[src/design/tcts_pkg.sv]
// ----------------------------------------------------------------------------
// tcts_pkg
// Shared types, codes and defaults of the three-class task scheduler.
// ----------------------------------------------------------------------------
package tcts_pkg;

  localparam int PRIO_DEPTH_DEF = 16;
  localparam int RR_DEPTH_DEF   = 16;
  localparam int SLOT_DEPTH_DEF = 16;

  localparam logic [7:0] WINDOW_RESET = 8'd60;
  localparam logic [7:0] LIMIT_RESET  = 8'd3;

  // Event codes of a response.
  localparam logic [2:0] EV_IDLE    = 3'd0;
  localparam logic [2:0] EV_RT      = 3'd1;
  localparam logic [2:0] EV_PRIO    = 3'd2;
  localparam logic [2:0] EV_RR      = 3'd3;
  localparam logic [2:0] EV_ADMIT   = 3'd4;
  localparam logic [2:0] EV_WINDOW  = 3'd5;
  localparam logic [2:0] EV_OVERLAP = 3'd6;
  localparam logic [2:0] EV_FULL    = 3'd7;

  // Task classes.
  localparam logic [1:0] CLS_PRIO   = 2'd0;
  localparam logic [1:0] CLS_RR     = 2'd1;
  localparam logic [1:0] CLS_RT     = 2'd2;
  localparam logic [1:0] CLS_UNUSED = 2'd3;

  // Function codes.
  localparam logic FN_ADMIT = 1'b0;
  localparam logic FN_TICK  = 1'b1;

  // Configuration register indexes.
  localparam logic CFG_WINDOW = 1'b0;
  localparam logic CFG_LIMIT  = 1'b1;

  // Datapath operations issued by the controller.
  typedef logic [4:0] op_t;
  localparam op_t OP_NOP         = 5'd0;
  localparam op_t OP_LOAD        = 5'd1;
  localparam op_t OP_RES_FULL    = 5'd2;
  localparam op_t OP_RES_WINDOW  = 5'd3;
  localparam op_t OP_RES_OVERLAP = 5'd4;
  localparam op_t OP_RES_IDLE    = 5'd5;
  localparam op_t OP_RR_APPEND   = 5'd6;
  localparam op_t OP_PI_START    = 5'd7;
  localparam op_t OP_PI_READ     = 5'd8;
  localparam op_t OP_PI_SHIFT    = 5'd9;
  localparam op_t OP_PI_PLACE    = 5'd10;
  localparam op_t OP_SCAN_START  = 5'd11;
  localparam op_t OP_S_READ_K    = 5'd12;
  localparam op_t OP_K_INC       = 5'd13;
  localparam op_t OP_SI_START    = 5'd14;
  localparam op_t OP_SI_READ     = 5'd15;
  localparam op_t OP_SI_SHIFT    = 5'd16;
  localparam op_t OP_SI_PLACE    = 5'd17;
  localparam op_t OP_RES_SLOT    = 5'd18;
  localparam op_t OP_P_READ_HEAD = 5'd19;
  localparam op_t OP_P_POP       = 5'd20;
  localparam op_t OP_R_READ_HEAD = 5'd21;
  localparam op_t OP_R_ROTATE    = 5'd22;

  typedef struct packed {
    logic       func;
    logic [1:0] cls;
    logic       prio_full;
    logic       rr_full;
    logic       slot_full;
    logic       prio_empty;
    logic       rr_empty;
    logic       window_bad;
    logic       prem_zero;
    logic       sidx_zero;
    logic       sidx_end;
    logic       overlap;
    logic       start_gt;
    logic       level_gt;
    logic       slot_hit;
    logic       retire;
  } stat_t;

  typedef struct packed {
    logic [7:0]  cnt;
    logic [7:0]  level;
    logic [15:0] id;
  } pent_t;

  typedef struct packed {
    logic [5:0]  len;
    logic [5:0]  start;
    logic [15:0] id;
  } sent_t;

endpackage

[src/design/tcts_if.sv]
// ----------------------------------------------------------------------------
// tcts_if
// Request, response and configuration channels of the task scheduler.
// ----------------------------------------------------------------------------
interface tcts_req_if;
  logic       valid;
  logic       ready;
  logic       func;
  logic [15:0] task_id;
  logic [1:0] task_class;
  logic [7:0] priority_level;
  logic [5:0] start_second;
  logic [5:0] run_length;
  logic [5:0] current_second;

  modport source (output valid, func, task_id, task_class, priority_level,
                  start_second, run_length, current_second, input ready);
  modport sink (input valid, func, task_id, task_class, priority_level,
                start_second, run_length, current_second, output ready);
endinterface

interface tcts_rsp_if;
  logic        valid;
  logic        ready;
  logic [2:0]  event_code;
  logic [15:0] run_task_id;
  logic [5:0]  run_quanta;
  logic        task_retired;

  modport source (output valid, event_code, run_task_id, run_quanta, task_retired,
                  input ready);
  modport sink (input valid, event_code, run_task_id, run_quanta, task_retired,
                output ready);
endinterface

interface tcts_cfg_if;
  logic       valid;
  logic       ready;
  logic       index;
  logic [7:0] data;

  modport source (output valid, index, data, input ready);
  modport sink (input valid, index, data, output ready);
endinterface

[src/design/tcts_dpath.sv]
// ----------------------------------------------------------------------------
// tcts_dpath
// Queue memories, walk pointers, configuration and result registers.
// ----------------------------------------------------------------------------
module tcts_dpath #(
  parameter int PRIO_DEPTH = tcts_pkg::PRIO_DEPTH_DEF,
  parameter int RR_DEPTH   = tcts_pkg::RR_DEPTH_DEF,
  parameter int SLOT_DEPTH = tcts_pkg::SLOT_DEPTH_DEF
) (
  input  logic               clk,
  input  logic               rst,
  input  tcts_pkg::op_t      op,
  output tcts_pkg::stat_t    stat,
  input  logic               cfg_we,
  input  logic               cfg_index,
  input  logic [7:0]         cfg_data,
  input  logic               in_func,
  input  logic [15:0]        in_id,
  input  logic [1:0]         in_cls,
  input  logic [7:0]         in_level,
  input  logic [5:0]         in_start,
  input  logic [5:0]         in_len,
  input  logic [5:0]         in_now,
  output logic [2:0]         res_code,
  output logic [15:0]        res_id,
  output logic [5:0]         res_quanta,
  output logic               res_retired
);

  localparam int PIW = (PRIO_DEPTH > 1) ? $clog2(PRIO_DEPTH) : 1;
  localparam int PFW = $clog2(PRIO_DEPTH + 1);
  localparam int RIW = (RR_DEPTH > 1) ? $clog2(RR_DEPTH) : 1;
  localparam int RFW = $clog2(RR_DEPTH + 1);
  localparam int SIW = (SLOT_DEPTH > 1) ? $clog2(SLOT_DEPTH) : 1;
  localparam int SFW = $clog2(SLOT_DEPTH + 1);

  localparam logic [PIW-1:0] PLAST = PIW'(PRIO_DEPTH - 1);
  localparam logic [RIW-1:0] RLAST = RIW'(RR_DEPTH - 1);

  // Latched request.
  logic        it_func;
  logic [15:0] it_id;
  logic [1:0]  it_cls;
  logic [7:0]  it_level;
  logic [5:0]  it_start;
  logic [5:0]  it_len;
  logic [5:0]  it_now;

  logic [7:0] window;
  logic [7:0] limit;

  // Priority queue: circular buffer kept sorted from head to tail.
  tcts_pkg::pent_t pmem [PRIO_DEPTH];
  tcts_pkg::pent_t prd;
  tcts_pkg::pent_t nent;
  logic [PIW-1:0]  phead, ptail, pwp;
  logic [PFW-1:0]  pfill, prem;

  // Round-robin queue: circular buffer.
  logic [15:0]    rmem [RR_DEPTH];
  logic [15:0]    rrd;
  logic [RIW-1:0] rhead, rtail;
  logic [RFW-1:0] rfill;

  // Real-time slots: sorted by start, from index zero.
  tcts_pkg::sent_t smem [SLOT_DEPTH];
  tcts_pkg::sent_t srd;
  logic [SFW-1:0]  sfill, sidx;
  logic [SFW-1:0]  sidx_m1;

  logic [PIW-1:0] pwp_dec, phead_inc, ptail_inc;
  logic [RIW-1:0] rhead_inc, rtail_inc;
  logic [7:0]     cnt_sat;
  logic [6:0]     new_end, old_end;

  logic            pwe, pre;
  logic [PIW-1:0]  praddr;
  tcts_pkg::pent_t pwdata;
  logic            rwe;
  logic [15:0]     rwdata;
  logic            swe, sre;
  logic [SIW-1:0]  sraddr;
  tcts_pkg::sent_t swdata;

  always_comb begin
    pwp_dec   = (pwp == '0) ? PLAST : pwp - 1'b1;
    phead_inc = (phead == PLAST) ? '0 : phead + 1'b1;
    ptail_inc = (ptail == PLAST) ? '0 : ptail + 1'b1;
    rhead_inc = (rhead == RLAST) ? '0 : rhead + 1'b1;
    rtail_inc = (rtail == RLAST) ? '0 : rtail + 1'b1;
    sidx_m1   = sidx - 1'b1;
    cnt_sat   = (prd.cnt == 8'hFF) ? 8'hFF : prd.cnt + 8'd1;
    new_end   = {1'b0, it_start} + {1'b0, it_len};
    old_end   = {1'b0, srd.start} + {1'b0, srd.len};
  end

  always_comb begin
    stat.func       = it_func;
    stat.cls        = it_cls;
    stat.prio_full  = (pfill == PFW'(PRIO_DEPTH));
    stat.rr_full    = (rfill == RFW'(RR_DEPTH));
    stat.slot_full  = (sfill == SFW'(SLOT_DEPTH));
    stat.prio_empty = (pfill == '0);
    stat.rr_empty   = (rfill == '0);
    stat.window_bad = ({1'b0, new_end} > window);
    stat.prem_zero  = (prem == '0);
    stat.sidx_zero  = (sidx == '0);
    stat.sidx_end   = (sidx == sfill);
    stat.overlap    = !((new_end <= {1'b0, srd.start}) || (old_end <= {1'b0, it_start}));
    stat.start_gt   = (srd.start > it_start);
    stat.level_gt   = (prd.level > nent.level);
    stat.slot_hit   = (srd.start == it_now);
    stat.retire     = (cnt_sat >= limit);
  end

  // Memory port controls.
  always_comb begin
    pwe    = (op == tcts_pkg::OP_PI_SHIFT) || (op == tcts_pkg::OP_PI_PLACE);
    pwdata = (op == tcts_pkg::OP_PI_SHIFT) ? prd : nent;
    pre    = (op == tcts_pkg::OP_PI_READ) || (op == tcts_pkg::OP_P_READ_HEAD);
    praddr = (op == tcts_pkg::OP_P_READ_HEAD) ? phead : pwp_dec;
    rwe    = (op == tcts_pkg::OP_RR_APPEND) || (op == tcts_pkg::OP_R_ROTATE);
    rwdata = (op == tcts_pkg::OP_RR_APPEND) ? it_id : rrd;
    swe    = (op == tcts_pkg::OP_SI_SHIFT) || (op == tcts_pkg::OP_SI_PLACE);
    swdata = (op == tcts_pkg::OP_SI_SHIFT) ? srd : {it_len, it_start, it_id};
    sre    = (op == tcts_pkg::OP_S_READ_K) || (op == tcts_pkg::OP_SI_READ);
    sraddr = (op == tcts_pkg::OP_SI_READ) ? sidx_m1[SIW-1:0] : sidx[SIW-1:0];
  end

  always_ff @(posedge clk) begin
    if (pwe) begin
      pmem[pwp] <= pwdata;
    end
    if (pre) begin
      prd <= pmem[praddr];
    end
  end

  always_ff @(posedge clk) begin
    if (rwe) begin
      rmem[rtail] <= rwdata;
    end
    if (op == tcts_pkg::OP_R_READ_HEAD) begin
      rrd <= rmem[rhead];
    end
  end

  always_ff @(posedge clk) begin
    if (swe) begin
      smem[sidx[SIW-1:0]] <= swdata;
    end
    if (sre) begin
      srd <= smem[sraddr];
    end
  end

  // Control state: fills, pointers and configuration.
  always_ff @(posedge clk) begin
    if (rst) begin
      phead  <= '0;
      ptail  <= '0;
      pfill  <= '0;
      rhead  <= '0;
      rtail  <= '0;
      rfill  <= '0;
      sfill  <= '0;
      window <= tcts_pkg::WINDOW_RESET;
      limit  <= tcts_pkg::LIMIT_RESET;
    end else begin
      if (cfg_we) begin
        if (cfg_index == tcts_pkg::CFG_WINDOW) begin
          window <= cfg_data;
        end else begin
          limit <= cfg_data;
        end
      end
      case (op)
        tcts_pkg::OP_PI_PLACE: begin
          ptail <= ptail_inc;
          pfill <= pfill + 1'b1;
        end
        tcts_pkg::OP_P_POP: begin
          phead <= phead_inc;
          pfill <= pfill - 1'b1;
        end
        tcts_pkg::OP_RR_APPEND: begin
          rtail <= rtail_inc;
          rfill <= rfill + 1'b1;
        end
        tcts_pkg::OP_R_ROTATE: begin
          rhead <= rhead_inc;
          rtail <= rtail_inc;
        end
        tcts_pkg::OP_SI_PLACE: begin
          sfill <= sfill + 1'b1;
        end
        default: begin
        end
      endcase
    end
  end

  // Request latch, walk registers and result.
  always_ff @(posedge clk) begin
    case (op)
      tcts_pkg::OP_LOAD: begin
        it_func  <= in_func;
        it_id    <= in_id;
        it_cls   <= in_cls;
        it_level <= in_level;
        it_start <= in_start;
        it_len   <= in_len;
        it_now   <= in_now;
      end
      tcts_pkg::OP_RES_FULL: begin
        res_code    <= tcts_pkg::EV_FULL;
        res_id      <= '0;
        res_quanta  <= '0;
        res_retired <= 1'b0;
      end
      tcts_pkg::OP_RES_WINDOW: begin
        res_code    <= tcts_pkg::EV_WINDOW;
        res_id      <= '0;
        res_quanta  <= '0;
        res_retired <= 1'b0;
      end
      tcts_pkg::OP_RES_OVERLAP: begin
        res_code    <= tcts_pkg::EV_OVERLAP;
        res_id      <= '0;
        res_quanta  <= '0;
        res_retired <= 1'b0;
      end
      tcts_pkg::OP_RES_IDLE: begin
        res_code    <= tcts_pkg::EV_IDLE;
        res_id      <= '0;
        res_quanta  <= '0;
        res_retired <= 1'b0;
      end
      tcts_pkg::OP_RR_APPEND: begin
        res_code    <= tcts_pkg::EV_ADMIT;
        res_id      <= '0;
        res_quanta  <= '0;
        res_retired <= 1'b0;
      end
      tcts_pkg::OP_PI_START: begin
        nent        <= {{2'b00, it_len}, it_level, it_id};
        pwp         <= ptail;
        prem        <= pfill;
        res_code    <= tcts_pkg::EV_ADMIT;
        res_id      <= '0;
        res_quanta  <= '0;
        res_retired <= 1'b0;
      end
      tcts_pkg::OP_PI_SHIFT: begin
        pwp  <= pwp_dec;
        prem <= prem - 1'b1;
      end
      tcts_pkg::OP_SCAN_START: begin
        sidx <= '0;
      end
      tcts_pkg::OP_K_INC: begin
        sidx <= sidx + 1'b1;
      end
      tcts_pkg::OP_SI_START: begin
        sidx        <= sfill;
        res_code    <= tcts_pkg::EV_ADMIT;
        res_id      <= '0;
        res_quanta  <= '0;
        res_retired <= 1'b0;
      end
      tcts_pkg::OP_SI_SHIFT: begin
        sidx <= sidx_m1;
      end
      tcts_pkg::OP_RES_SLOT: begin
        res_code    <= tcts_pkg::EV_RT;
        res_id      <= srd.id;
        res_quanta  <= srd.len;
        res_retired <= 1'b0;
      end
      tcts_pkg::OP_P_POP: begin
        // The popped task walks back in from the tail unless it retires.
        nent        <= {cnt_sat, prd.level, prd.id};
        pwp         <= ptail;
        prem        <= pfill - 1'b1;
        res_code    <= tcts_pkg::EV_PRIO;
        res_id      <= prd.id;
        res_quanta  <= 6'd1;
        res_retired <= stat.retire;
      end
      tcts_pkg::OP_R_ROTATE: begin
        res_code    <= tcts_pkg::EV_RR;
        res_id      <= rrd;
        res_quanta  <= 6'd1;
        res_retired <= 1'b0;
      end
      default: begin
      end
    endcase
  end

endmodule

[src/design/tcts_ctrl.sv]
// ----------------------------------------------------------------------------
// tcts_ctrl
// Sequencer that walks the scheduler queues one entry at a time.
// ----------------------------------------------------------------------------
module tcts_ctrl (
  input  logic            clk,
  input  logic            rst,
  input  logic            req_valid,
  output logic            req_ready,
  output logic            rsp_valid,
  input  logic            rsp_ready,
  input  tcts_pkg::stat_t stat,
  output tcts_pkg::op_t   op
);

  localparam logic [3:0] S_IDLE   = 4'd0;
  localparam logic [3:0] S_DISP   = 4'd1;
  localparam logic [3:0] S_PI_CHK = 4'd2;
  localparam logic [3:0] S_PI_CMP = 4'd3;
  localparam logic [3:0] S_SO_RD  = 4'd4;
  localparam logic [3:0] S_SO_CMP = 4'd5;
  localparam logic [3:0] S_SI_CHK = 4'd6;
  localparam logic [3:0] S_SI_CMP = 4'd7;
  localparam logic [3:0] S_ST_RD  = 4'd8;
  localparam logic [3:0] S_ST_CMP = 4'd9;
  localparam logic [3:0] S_TP     = 4'd10;
  localparam logic [3:0] S_TR     = 4'd11;
  localparam logic [3:0] S_OUT    = 4'd12;

  logic [3:0] state, state_next;

  always_ff @(posedge clk) begin
    if (rst) begin
      state <= S_IDLE;
    end else begin
      state <= state_next;
    end
  end

  always_comb begin
    state_next = state;
    op         = tcts_pkg::OP_NOP;
    req_ready  = 1'b0;
    rsp_valid  = 1'b0;
    case (state)
      S_IDLE: begin
        req_ready = 1'b1;
        if (req_valid) begin
          op         = tcts_pkg::OP_LOAD;
          state_next = S_DISP;
        end
      end
      S_DISP: begin
        if (stat.func == tcts_pkg::FN_TICK) begin
          op         = tcts_pkg::OP_SCAN_START;
          state_next = S_ST_RD;
        end else begin
          case (stat.cls)
            tcts_pkg::CLS_PRIO: begin
              if (stat.prio_full) begin
                op         = tcts_pkg::OP_RES_FULL;
                state_next = S_OUT;
              end else begin
                op         = tcts_pkg::OP_PI_START;
                state_next = S_PI_CHK;
              end
            end
            tcts_pkg::CLS_RR: begin
              op         = stat.rr_full ? tcts_pkg::OP_RES_FULL : tcts_pkg::OP_RR_APPEND;
              state_next = S_OUT;
            end
            tcts_pkg::CLS_RT: begin
              if (stat.window_bad) begin
                op         = tcts_pkg::OP_RES_WINDOW;
                state_next = S_OUT;
              end else begin
                op         = tcts_pkg::OP_SCAN_START;
                state_next = S_SO_RD;
              end
            end
            default: begin
              op         = tcts_pkg::OP_RES_IDLE;
              state_next = S_OUT;
            end
          endcase
        end
      end
      S_PI_CHK: begin
        if (stat.prem_zero) begin
          op         = tcts_pkg::OP_PI_PLACE;
          state_next = S_OUT;
        end else begin
          op         = tcts_pkg::OP_PI_READ;
          state_next = S_PI_CMP;
        end
      end
      S_PI_CMP: begin
        if (stat.level_gt) begin
          op         = tcts_pkg::OP_PI_SHIFT;
          state_next = S_PI_CHK;
        end else begin
          op         = tcts_pkg::OP_PI_PLACE;
          state_next = S_OUT;
        end
      end
      S_SO_RD: begin
        if (!stat.sidx_end) begin
          op         = tcts_pkg::OP_S_READ_K;
          state_next = S_SO_CMP;
        end else if (stat.slot_full) begin
          op         = tcts_pkg::OP_RES_FULL;
          state_next = S_OUT;
        end else begin
          op         = tcts_pkg::OP_SI_START;
          state_next = S_SI_CHK;
        end
      end
      S_SO_CMP: begin
        if (stat.overlap) begin
          op         = tcts_pkg::OP_RES_OVERLAP;
          state_next = S_OUT;
        end else begin
          op         = tcts_pkg::OP_K_INC;
          state_next = S_SO_RD;
        end
      end
      S_SI_CHK: begin
        if (stat.sidx_zero) begin
          op         = tcts_pkg::OP_SI_PLACE;
          state_next = S_OUT;
        end else begin
          op         = tcts_pkg::OP_SI_READ;
          state_next = S_SI_CMP;
        end
      end
      S_SI_CMP: begin
        if (stat.start_gt) begin
          op         = tcts_pkg::OP_SI_SHIFT;
          state_next = S_SI_CHK;
        end else begin
          op         = tcts_pkg::OP_SI_PLACE;
          state_next = S_OUT;
        end
      end
      S_ST_RD: begin
        if (!stat.sidx_end) begin
          op         = tcts_pkg::OP_S_READ_K;
          state_next = S_ST_CMP;
        end else if (!stat.prio_empty) begin
          op         = tcts_pkg::OP_P_READ_HEAD;
          state_next = S_TP;
        end else if (!stat.rr_empty) begin
          op         = tcts_pkg::OP_R_READ_HEAD;
          state_next = S_TR;
        end else begin
          op         = tcts_pkg::OP_RES_IDLE;
          state_next = S_OUT;
        end
      end
      S_ST_CMP: begin
        if (stat.slot_hit) begin
          op         = tcts_pkg::OP_RES_SLOT;
          state_next = S_OUT;
        end else begin
          op         = tcts_pkg::OP_K_INC;
          state_next = S_ST_RD;
        end
      end
      S_TP: begin
        op         = tcts_pkg::OP_P_POP;
        state_next = stat.retire ? S_OUT : S_PI_CHK;
      end
      S_TR: begin
        op         = tcts_pkg::OP_R_ROTATE;
        state_next = S_OUT;
      end
      S_OUT: begin
        rsp_valid = 1'b1;
        if (rsp_ready) begin
          state_next = S_IDLE;
        end
      end
      default: begin
        state_next = S_IDLE;
      end
    endcase
  end

endmodule

[src/design/three_class_task_scheduler.sv]
// ----------------------------------------------------------------------------
// three_class_task_scheduler
// Multilevel queue scheduler with priority, round-robin and real-time classes.
// ----------------------------------------------------------------------------
// Usage: a request on req either admits a task into its class queue or, as a
// tick, grants the next task; each request gives exactly one response on rsp.
// cfg writes the slot window (index 0) and the priority run limit (index 1);
// it is always ready and should be written only while no request is pending.
// One request is handled at a time: req is ready only when no request is in
// progress and no response is waiting, so a stalled rsp holds off new requests.
// The controller walks the queues one entry at a time: a priority admit walks
// the held tasks back from the tail, a slot admit scans every held slot for
// overlap and then moves later slots up, and a tick scans the slots and may
// reinsert a popped priority task. A round-robin admit, a window reject, a full
// priority or round-robin queue and an unused class walk no entries. req is
// ready again once the response has been taken.
// Reset empties all queues and restores the window to 60 and the limit to 3;
// no memory clearing pass is needed since only entries below a fill are read.
// ----------------------------------------------------------------------------
module three_class_task_scheduler #(
  parameter int PRIO_DEPTH = tcts_pkg::PRIO_DEPTH_DEF,
  parameter int RR_DEPTH   = tcts_pkg::RR_DEPTH_DEF,
  parameter int SLOT_DEPTH = tcts_pkg::SLOT_DEPTH_DEF
) (
  input  logic        clk,
  input  logic        rst,
  tcts_req_if.sink    req,
  tcts_rsp_if.source  rsp,
  tcts_cfg_if.sink    cfg
);

  tcts_pkg::op_t   op;
  tcts_pkg::stat_t stat;

  assign cfg.ready = 1'b1;

  tcts_ctrl u_ctrl (
    .clk       (clk),
    .rst       (rst),
    .req_valid (req.valid),
    .req_ready (req.ready),
    .rsp_valid (rsp.valid),
    .rsp_ready (rsp.ready),
    .stat      (stat),
    .op        (op)
  );

  tcts_dpath #(
    .PRIO_DEPTH (PRIO_DEPTH),
    .RR_DEPTH   (RR_DEPTH),
    .SLOT_DEPTH (SLOT_DEPTH)
  ) u_dpath (
    .clk         (clk),
    .rst         (rst),
    .op          (op),
    .stat        (stat),
    .cfg_we      (cfg.valid),
    .cfg_index   (cfg.index),
    .cfg_data    (cfg.data),
    .in_func     (req.func),
    .in_id       (req.task_id),
    .in_cls      (req.task_class),
    .in_level    (req.priority_level),
    .in_start    (req.start_second),
    .in_len      (req.run_length),
    .in_now      (req.current_second),
    .res_code    (rsp.event_code),
    .res_id      (rsp.run_task_id),
    .res_quanta  (rsp.run_quanta),
    .res_retired (rsp.task_retired)
  );

  a_no_overlap_req_rsp: assert property (@(posedge clk) disable iff (rst)
    !(req.ready && rsp.valid))
    else $error("request accepted while a response is pending");

  a_busy_after_accept: assert property (@(posedge clk) disable iff (rst)
    req.valid && req.ready |=> !req.ready && !rsp.valid)
    else $error("controller did not start work after a request");

  a_admit_fields_zero: assert property (@(posedge clk) disable iff (rst)
    rsp.valid && (rsp.event_code == tcts_pkg::EV_ADMIT ||
                  rsp.event_code == tcts_pkg::EV_WINDOW ||
                  rsp.event_code == tcts_pkg::EV_OVERLAP ||
                  rsp.event_code == tcts_pkg::EV_FULL ||
                  rsp.event_code == tcts_pkg::EV_IDLE)
    |-> rsp.run_task_id == '0 && rsp.run_quanta == '0 && !rsp.task_retired)
    else $error("non-grant response carries grant fields");

  a_retire_is_prio: assert property (@(posedge clk) disable iff (rst)
    rsp.valid && rsp.task_retired |-> rsp.event_code == tcts_pkg::EV_PRIO)
    else $error("retire flag on a non-priority grant");

endmodule

[src/flat_wrapper.sv]
// flat-port wrapper written by rule: the top's interface ports become plain ports
module three_class_task_scheduler_flat 
#(
  parameter int PRIO_DEPTH = tcts_pkg::PRIO_DEPTH_DEF,
  parameter int RR_DEPTH   = tcts_pkg::RR_DEPTH_DEF,
  parameter int SLOT_DEPTH = tcts_pkg::SLOT_DEPTH_DEF
)
  (clk, rst, req_valid, req_func, req_task_id, req_task_class, req_priority_level, req_start_second, req_run_length, req_current_second, req_ready, rsp_valid, rsp_event_code, rsp_run_task_id, rsp_run_quanta, rsp_task_retired, rsp_ready, cfg_valid, cfg_index, cfg_data, cfg_ready);
  tcts_req_if req_i ();
  tcts_rsp_if rsp_i ();
  tcts_cfg_if cfg_i ();
  input  logic clk;
  input  logic rst;
  input wire logic [$bits(req_i.valid)-1:0] req_valid;
  input wire logic [$bits(req_i.func)-1:0] req_func;
  input wire logic [$bits(req_i.task_id)-1:0] req_task_id;
  input wire logic [$bits(req_i.task_class)-1:0] req_task_class;
  input wire logic [$bits(req_i.priority_level)-1:0] req_priority_level;
  input wire logic [$bits(req_i.start_second)-1:0] req_start_second;
  input wire logic [$bits(req_i.run_length)-1:0] req_run_length;
  input wire logic [$bits(req_i.current_second)-1:0] req_current_second;
  output wire logic [$bits(req_i.ready)-1:0] req_ready;
  output wire logic [$bits(rsp_i.valid)-1:0] rsp_valid;
  output wire logic [$bits(rsp_i.event_code)-1:0] rsp_event_code;
  output wire logic [$bits(rsp_i.run_task_id)-1:0] rsp_run_task_id;
  output wire logic [$bits(rsp_i.run_quanta)-1:0] rsp_run_quanta;
  output wire logic [$bits(rsp_i.task_retired)-1:0] rsp_task_retired;
  input wire logic [$bits(rsp_i.ready)-1:0] rsp_ready;
  input wire logic [$bits(cfg_i.valid)-1:0] cfg_valid;
  input wire logic [$bits(cfg_i.index)-1:0] cfg_index;
  input wire logic [$bits(cfg_i.data)-1:0] cfg_data;
  output wire logic [$bits(cfg_i.ready)-1:0] cfg_ready;
  assign req_i.valid = req_valid;
  assign req_i.func = req_func;
  assign req_i.task_id = req_task_id;
  assign req_i.task_class = req_task_class;
  assign req_i.priority_level = req_priority_level;
  assign req_i.start_second = req_start_second;
  assign req_i.run_length = req_run_length;
  assign req_i.current_second = req_current_second;
  assign req_ready = req_i.ready;
  assign rsp_valid = rsp_i.valid;
  assign rsp_event_code = rsp_i.event_code;
  assign rsp_run_task_id = rsp_i.run_task_id;
  assign rsp_run_quanta = rsp_i.run_quanta;
  assign rsp_task_retired = rsp_i.task_retired;
  assign rsp_i.ready = rsp_ready;
  assign cfg_i.valid = cfg_valid;
  assign cfg_i.index = cfg_index;
  assign cfg_i.data = cfg_data;
  assign cfg_ready = cfg_i.ready;
  three_class_task_scheduler #(.PRIO_DEPTH(PRIO_DEPTH), .RR_DEPTH(RR_DEPTH), .SLOT_DEPTH(SLOT_DEPTH)) u_core (.clk(clk), .rst(rst), .req(req_i), .rsp(rsp_i), .cfg(cfg_i));
endmodule
[config.mk]
export PLATFORM = sky130hd
export DESIGN_NAME = three_class_task_scheduler_flat
export DESIGN_NICKNAME = d
export VERILOG_FILES = /design/src/design/tcts_pkg.sv /design/src/design/tcts_if.sv /design/src/design/tcts_dpath.sv /design/src/design/tcts_ctrl.sv /design/src/design/three_class_task_scheduler.sv /design/src/flat_wrapper.sv
export SDC_FILE = /design/constraint.sdc
export NUM_CORES = 2
export LEC_CHECK = 0
export BUFFER_PORTS_ARGS = -buffer_cell sky130_fd_sc_hd__clkbuf_2
export CORE_AREA = 3 3 390 392
export DETAILED_ROUTE_END_ITERATION = 7
export DIE_AREA = 0 0 393 395
export PLACE_DENSITY = 0.67
export SLEW_MARGIN = 20
export SYNTH_ARGS = -nofsm -noshare
export SYNTH_HDL_FRONTEND = slang
export SYNTH_SLANG_ARGS = --single-unit
[constraint.sdc]
create_clock -name clk -period 5.6 [get_ports clk]
set_clock_uncertainty 0.15 [all_clocks]
set_input_delay 0 -clock clk [delete_from_list [all_inputs] [get_ports clk]]
set_output_delay 0 -clock clk [all_outputs]
set_load 0.005 [all_outputs]
==> run metrics <==
outcome completed; Post-Route WL 147900 µm; crit end category register; first-pass GRT wire length 220500 µm; overall track demand over capacity in global routing 19.01%; Synthesized Nets 3769; vias in the first global route 33931; CTS root buffer sky130_fd_sc_hd__clkbuf_16; die height 395 µm; fraction of layout instances using a drive strength above 1 18.94%; setup violators final 0; buffers inserted by post-CTS timing repair 0; TNS Setup 0 ps; count of distinct cell types in the synthesized netlist 86; flip-flop and latch count after synthesis 1460; Final Hold Viols 0; worst slack at placement 964.8 ps; Pre-Repair DR Iteration Count 6; clock network latency to the later pin of the worst-skew pair 770 ps; cell with the most instances after synthesis sky130_fd_sc_hd__edfxtp_1; minimum clock period after layout 4673 ps; critical path arrival 4950 ps; overall overflow remaining after global route 0; post-route antenna net violation count 0; total standard cell area after synthesis 59530 µm²; die area 155200 µm²; CP Launch Type register; routed wirelength normalized by instance count 24.83 µm; Num Clock Sinks 1460; Post-route DRC 0; cell row count 142; critical path required time 5880 ps; layout filler cell count 12500; Min Hold Slack 72.56 ps; cell count after synthesis 3630; count of port buffers added during placement 86; MaxCap Viol Count 0; total power divided by cell area 408.1 nW/µm²; Final Total Pwr 0.02810 W; placeable core region 149200 µm²; proportion of synthesized chip area in sequential cells 72.79%; source of the critical timing path u_core.u_dpath.srd[16]; worst flop-to-flop path startpoint u_core.u_dpath.srd[16]; share of the core filled with cells in the final layout 46.14%; starting density of the core 39.89%; number of top-level pins 88; Final GP Congestion 0.8827; synth top area cells sky130_fd_sc_hd__edfxtp_1 (71%), sky130_fd_sc_hd__mux4_2 (8.3%), sky130_fd_sc_hd__nand2_1 (3.5%), sky130_fd_sc_hd__a211oi_1 (1.7%), sky130_fd_sc_hd__dfxtp_1 (1.7%); post-CTS clock slew at the launch and capture registers of the worst setup and hold paths 60 ps; top flip-flop cell by instance count after synthesis sky130_fd_sc_hd__edfxtp_1; detailed router's first-iteration violation count 3712; Vias/cell 5.664; max-slew violation count 0; portion of synthesized cell area occupied by the leading cell type 71.08%; unrepaired setup endpoints after global routing no; clock tree from TritonCTS yes; maximum net fanout on the critical path 24; Net count, final 4031; timing-limited maximum frequency 0.2140 GHz; slew at the pin closest to its max-slew limit 1123 ps; mean cell area of the mapped netlist 16.40 µm²; dominant cell type by area after synthesis sky130_fd_sc_hd__edfxtp_1; antenna violations before repair 2; total number of H-tree levels 4; min setup slack post-route 927.2 ps; worst relative slew slack 25.15%; clock buffers created by TritonCTS 147; vias post-DR 33734; P_leak 22.95 nW; pin count of the biggest net entering global routing 142; min-delay worst type in -> reg; Final period util 83.44%; fraction of registers with async set or reset after synthesis 0%; count of yosys warnings during synthesis 0; post-DP HPWL 84080 µm; count of flip-flops with a built-in enable after synthesis 1409; die span in x 393 µm; Post-synth top cells sky130_fd_sc_hd__edfxtp_1 (1409), sky130_fd_sc_hd__nand2_1 (556), sky130_fd_sc_hd__mux4_2 (220); hold path startpoint cfg_valid; area grow syn2layout 15.69%; worst-case clock buffer depth 3; kind of critical path reg -> reg; Max rail drop VDD 321.7 µV
## registers in the layout, indices dropped and copies added (netlist names), 8 cells and up
signal and cells:
u_core.u_dpath.pmem 512, u_core.u_dpath.smem 448, u_core.u_dpath.rmem 256, u_core.u_dpath.nent 32, u_core.u_dpath.prd 32, u_core.u_dpath.srd 28, u_core.u_dpath.it_id 16, u_core.u_dpath.res_id 16
u_core.u_dpath.rrd 16, u_core.u_dpath.it_level 8, u_core.u_dpath.limit 8, u_core.u_dpath.window 8
## critical path, cell delays in order (launching register included)
cell                        delay [ps]
sky130_fd_sc_hd__edfxtp_1          430
sky130_fd_sc_hd__ha_1              210
sky130_fd_sc_hd__inv_1              60
sky130_fd_sc_hd__fa_1              400
sky130_fd_sc_hd__nor2b_1           110
sky130_fd_sc_hd__o21ai_0           110
sky130_fd_sc_hd__nor2b_1           160
sky130_fd_sc_hd__xnor2_1           160
sky130_fd_sc_hd__ha_1              270
sky130_fd_sc_hd__a21o_1            190
sky130_fd_sc_hd__a221o_1           340
sky130_fd_sc_hd__a211oi_1          300
sky130_fd_sc_hd__o2111ai_1         160
sky130_fd_sc_hd__buf_4             210
sky130_fd_sc_hd__nand4_2            80
sky130_fd_sc_hd__buf_4             390
sky130_fd_sc_hd__mux2_1            580
## layer usage
metal	vias to the layer above	track usage (%)	share of wire [%]
met2	1375	30.08	48
met5	-	0	0
li1	14789	-	-
met1	17322	25.91	41
met4	0	6.263	2.7
met3	248	4.560	8.7
## final timing paths
path	slack, ps	depth (start not counted)	end
worst max register to register	930	16	u_core.u_dpath.rmem[9][1]
worst max-delay path	930	16	u_core.u_dpath.rmem[9][1]
worst min-delay path	70	5	u_core.u_dpath.window[1]
worst min register to register	320	2	u_core.u_dpath.limit[4]
## what timing repair did
item                                    in CTS  in global routing
gates resized for setup                      0                  0
endpoints found under the setup margin       0                  0
hold buffers                               124                  0
hold endpoints to repair                    95                  0
## through the flow
| step | std cells | instance area, µm² |
|---|---|---|
| global route | 5952 | 68860 |
| global placement | 5563 | 62970 |
| detailed placement | 5563 | 62970 |
| CTS | 5952 | 68860 |
| floorplan | 3630 | 59530 |
| finish | 5956 | 68870 |
## logic make-up after synthesis
group | count (synthesis) | share of synthesized area [%]
fa+ha+maj | 80 | 1.707
xor+xnor | 43 | 0.6453
compound gates | 529 | 6.142
flops | 1460 | 72.79
mux | 278 | 9.402
other cells | 1 | 0.006300
simple gates | 946 | 7.338
buf+inv | 293 | 1.969
## cell type report
class	count	area [µm²]	share of cell area, %
antenna	4	10.01	0.01453
clock buffer	189	3909	5.676
clock inverter	76	740.7	1.076
inverter	72	270.3	0.3924
multi-input combinational	1877	15450	22.44
sequential	1460	43340	62.93
tap	1944	2432	3.532
timing repair buffer	334	2715	3.943
## report_power, final
part           total, W  internal [W]  switching [W]
logic           0.00511       0.00206        0.00305
clock network   0.00950       0.00535        0.00415
registers        0.0135        0.0129       0.000558
total            0.0281        0.0203        0.00776
## placed cells by master (no fill, tap or decap), types with 9 or more instances in the layout
master	netlist	routed
sky130_fd_sc_hd__edfxtp_1	1409	1409
sky130_fd_sc_hd__nand2_1	556	554
sky130_fd_sc_hd__mux4_2	220	220
sky130_fd_sc_hd__clkbuf_16	0	149
sky130_fd_sc_hd__a31oi_1	143	143
sky130_fd_sc_hd__and3_1	139	139
sky130_fd_sc_hd__a211oi_1	137	137
sky130_fd_sc_hd__dlygate4sd3_1	0	124
sky130_fd_sc_hd__buf_4	7	115
sky130_fd_sc_hd__clkbuf_2	0	86
sky130_fd_sc_hd__a22oi_1	81	81
sky130_fd_sc_hd__ha_1	78	78
sky130_fd_sc_hd__inv_1	72	72
sky130_fd_sc_hd__nor2_1	97	58
sky130_fd_sc_hd__a21oi_1	53	53
sky130_fd_sc_hd__dfxtp_1	51	49
sky130_fd_sc_hd__clkbuf_1	170	37
sky130_fd_sc_hd__o21ai_0	37	35
sky130_fd_sc_hd__mux2_2	31	31
sky130_fd_sc_hd__nor2_4	0	26
sky130_fd_sc_hd__clkinv_1	0	26
sky130_fd_sc_hd__xnor2_1	26	25
sky130_fd_sc_hd__clkinv_2	0	25
sky130_fd_sc_hd__nand3_1	22	21
sky130_fd_sc_hd__mux2_1	18	18
sky130_fd_sc_hd__a21o_1	15	15
sky130_fd_sc_hd__xor2_1	16	15
sky130_fd_sc_hd__nor3_2	1	15
sky130_fd_sc_hd__nand4_1	14	14
sky130_fd_sc_hd__nor2_2	1	14
sky130_fd_sc_hd__nor2b_1	12	12
sky130_fd_sc_hd__nor3_1	26	12
sky130_fd_sc_hd__nand2b_1	9	9
sky130_fd_sc_hd__buf_12	0	9
Power figures use the tool's default switching activity.
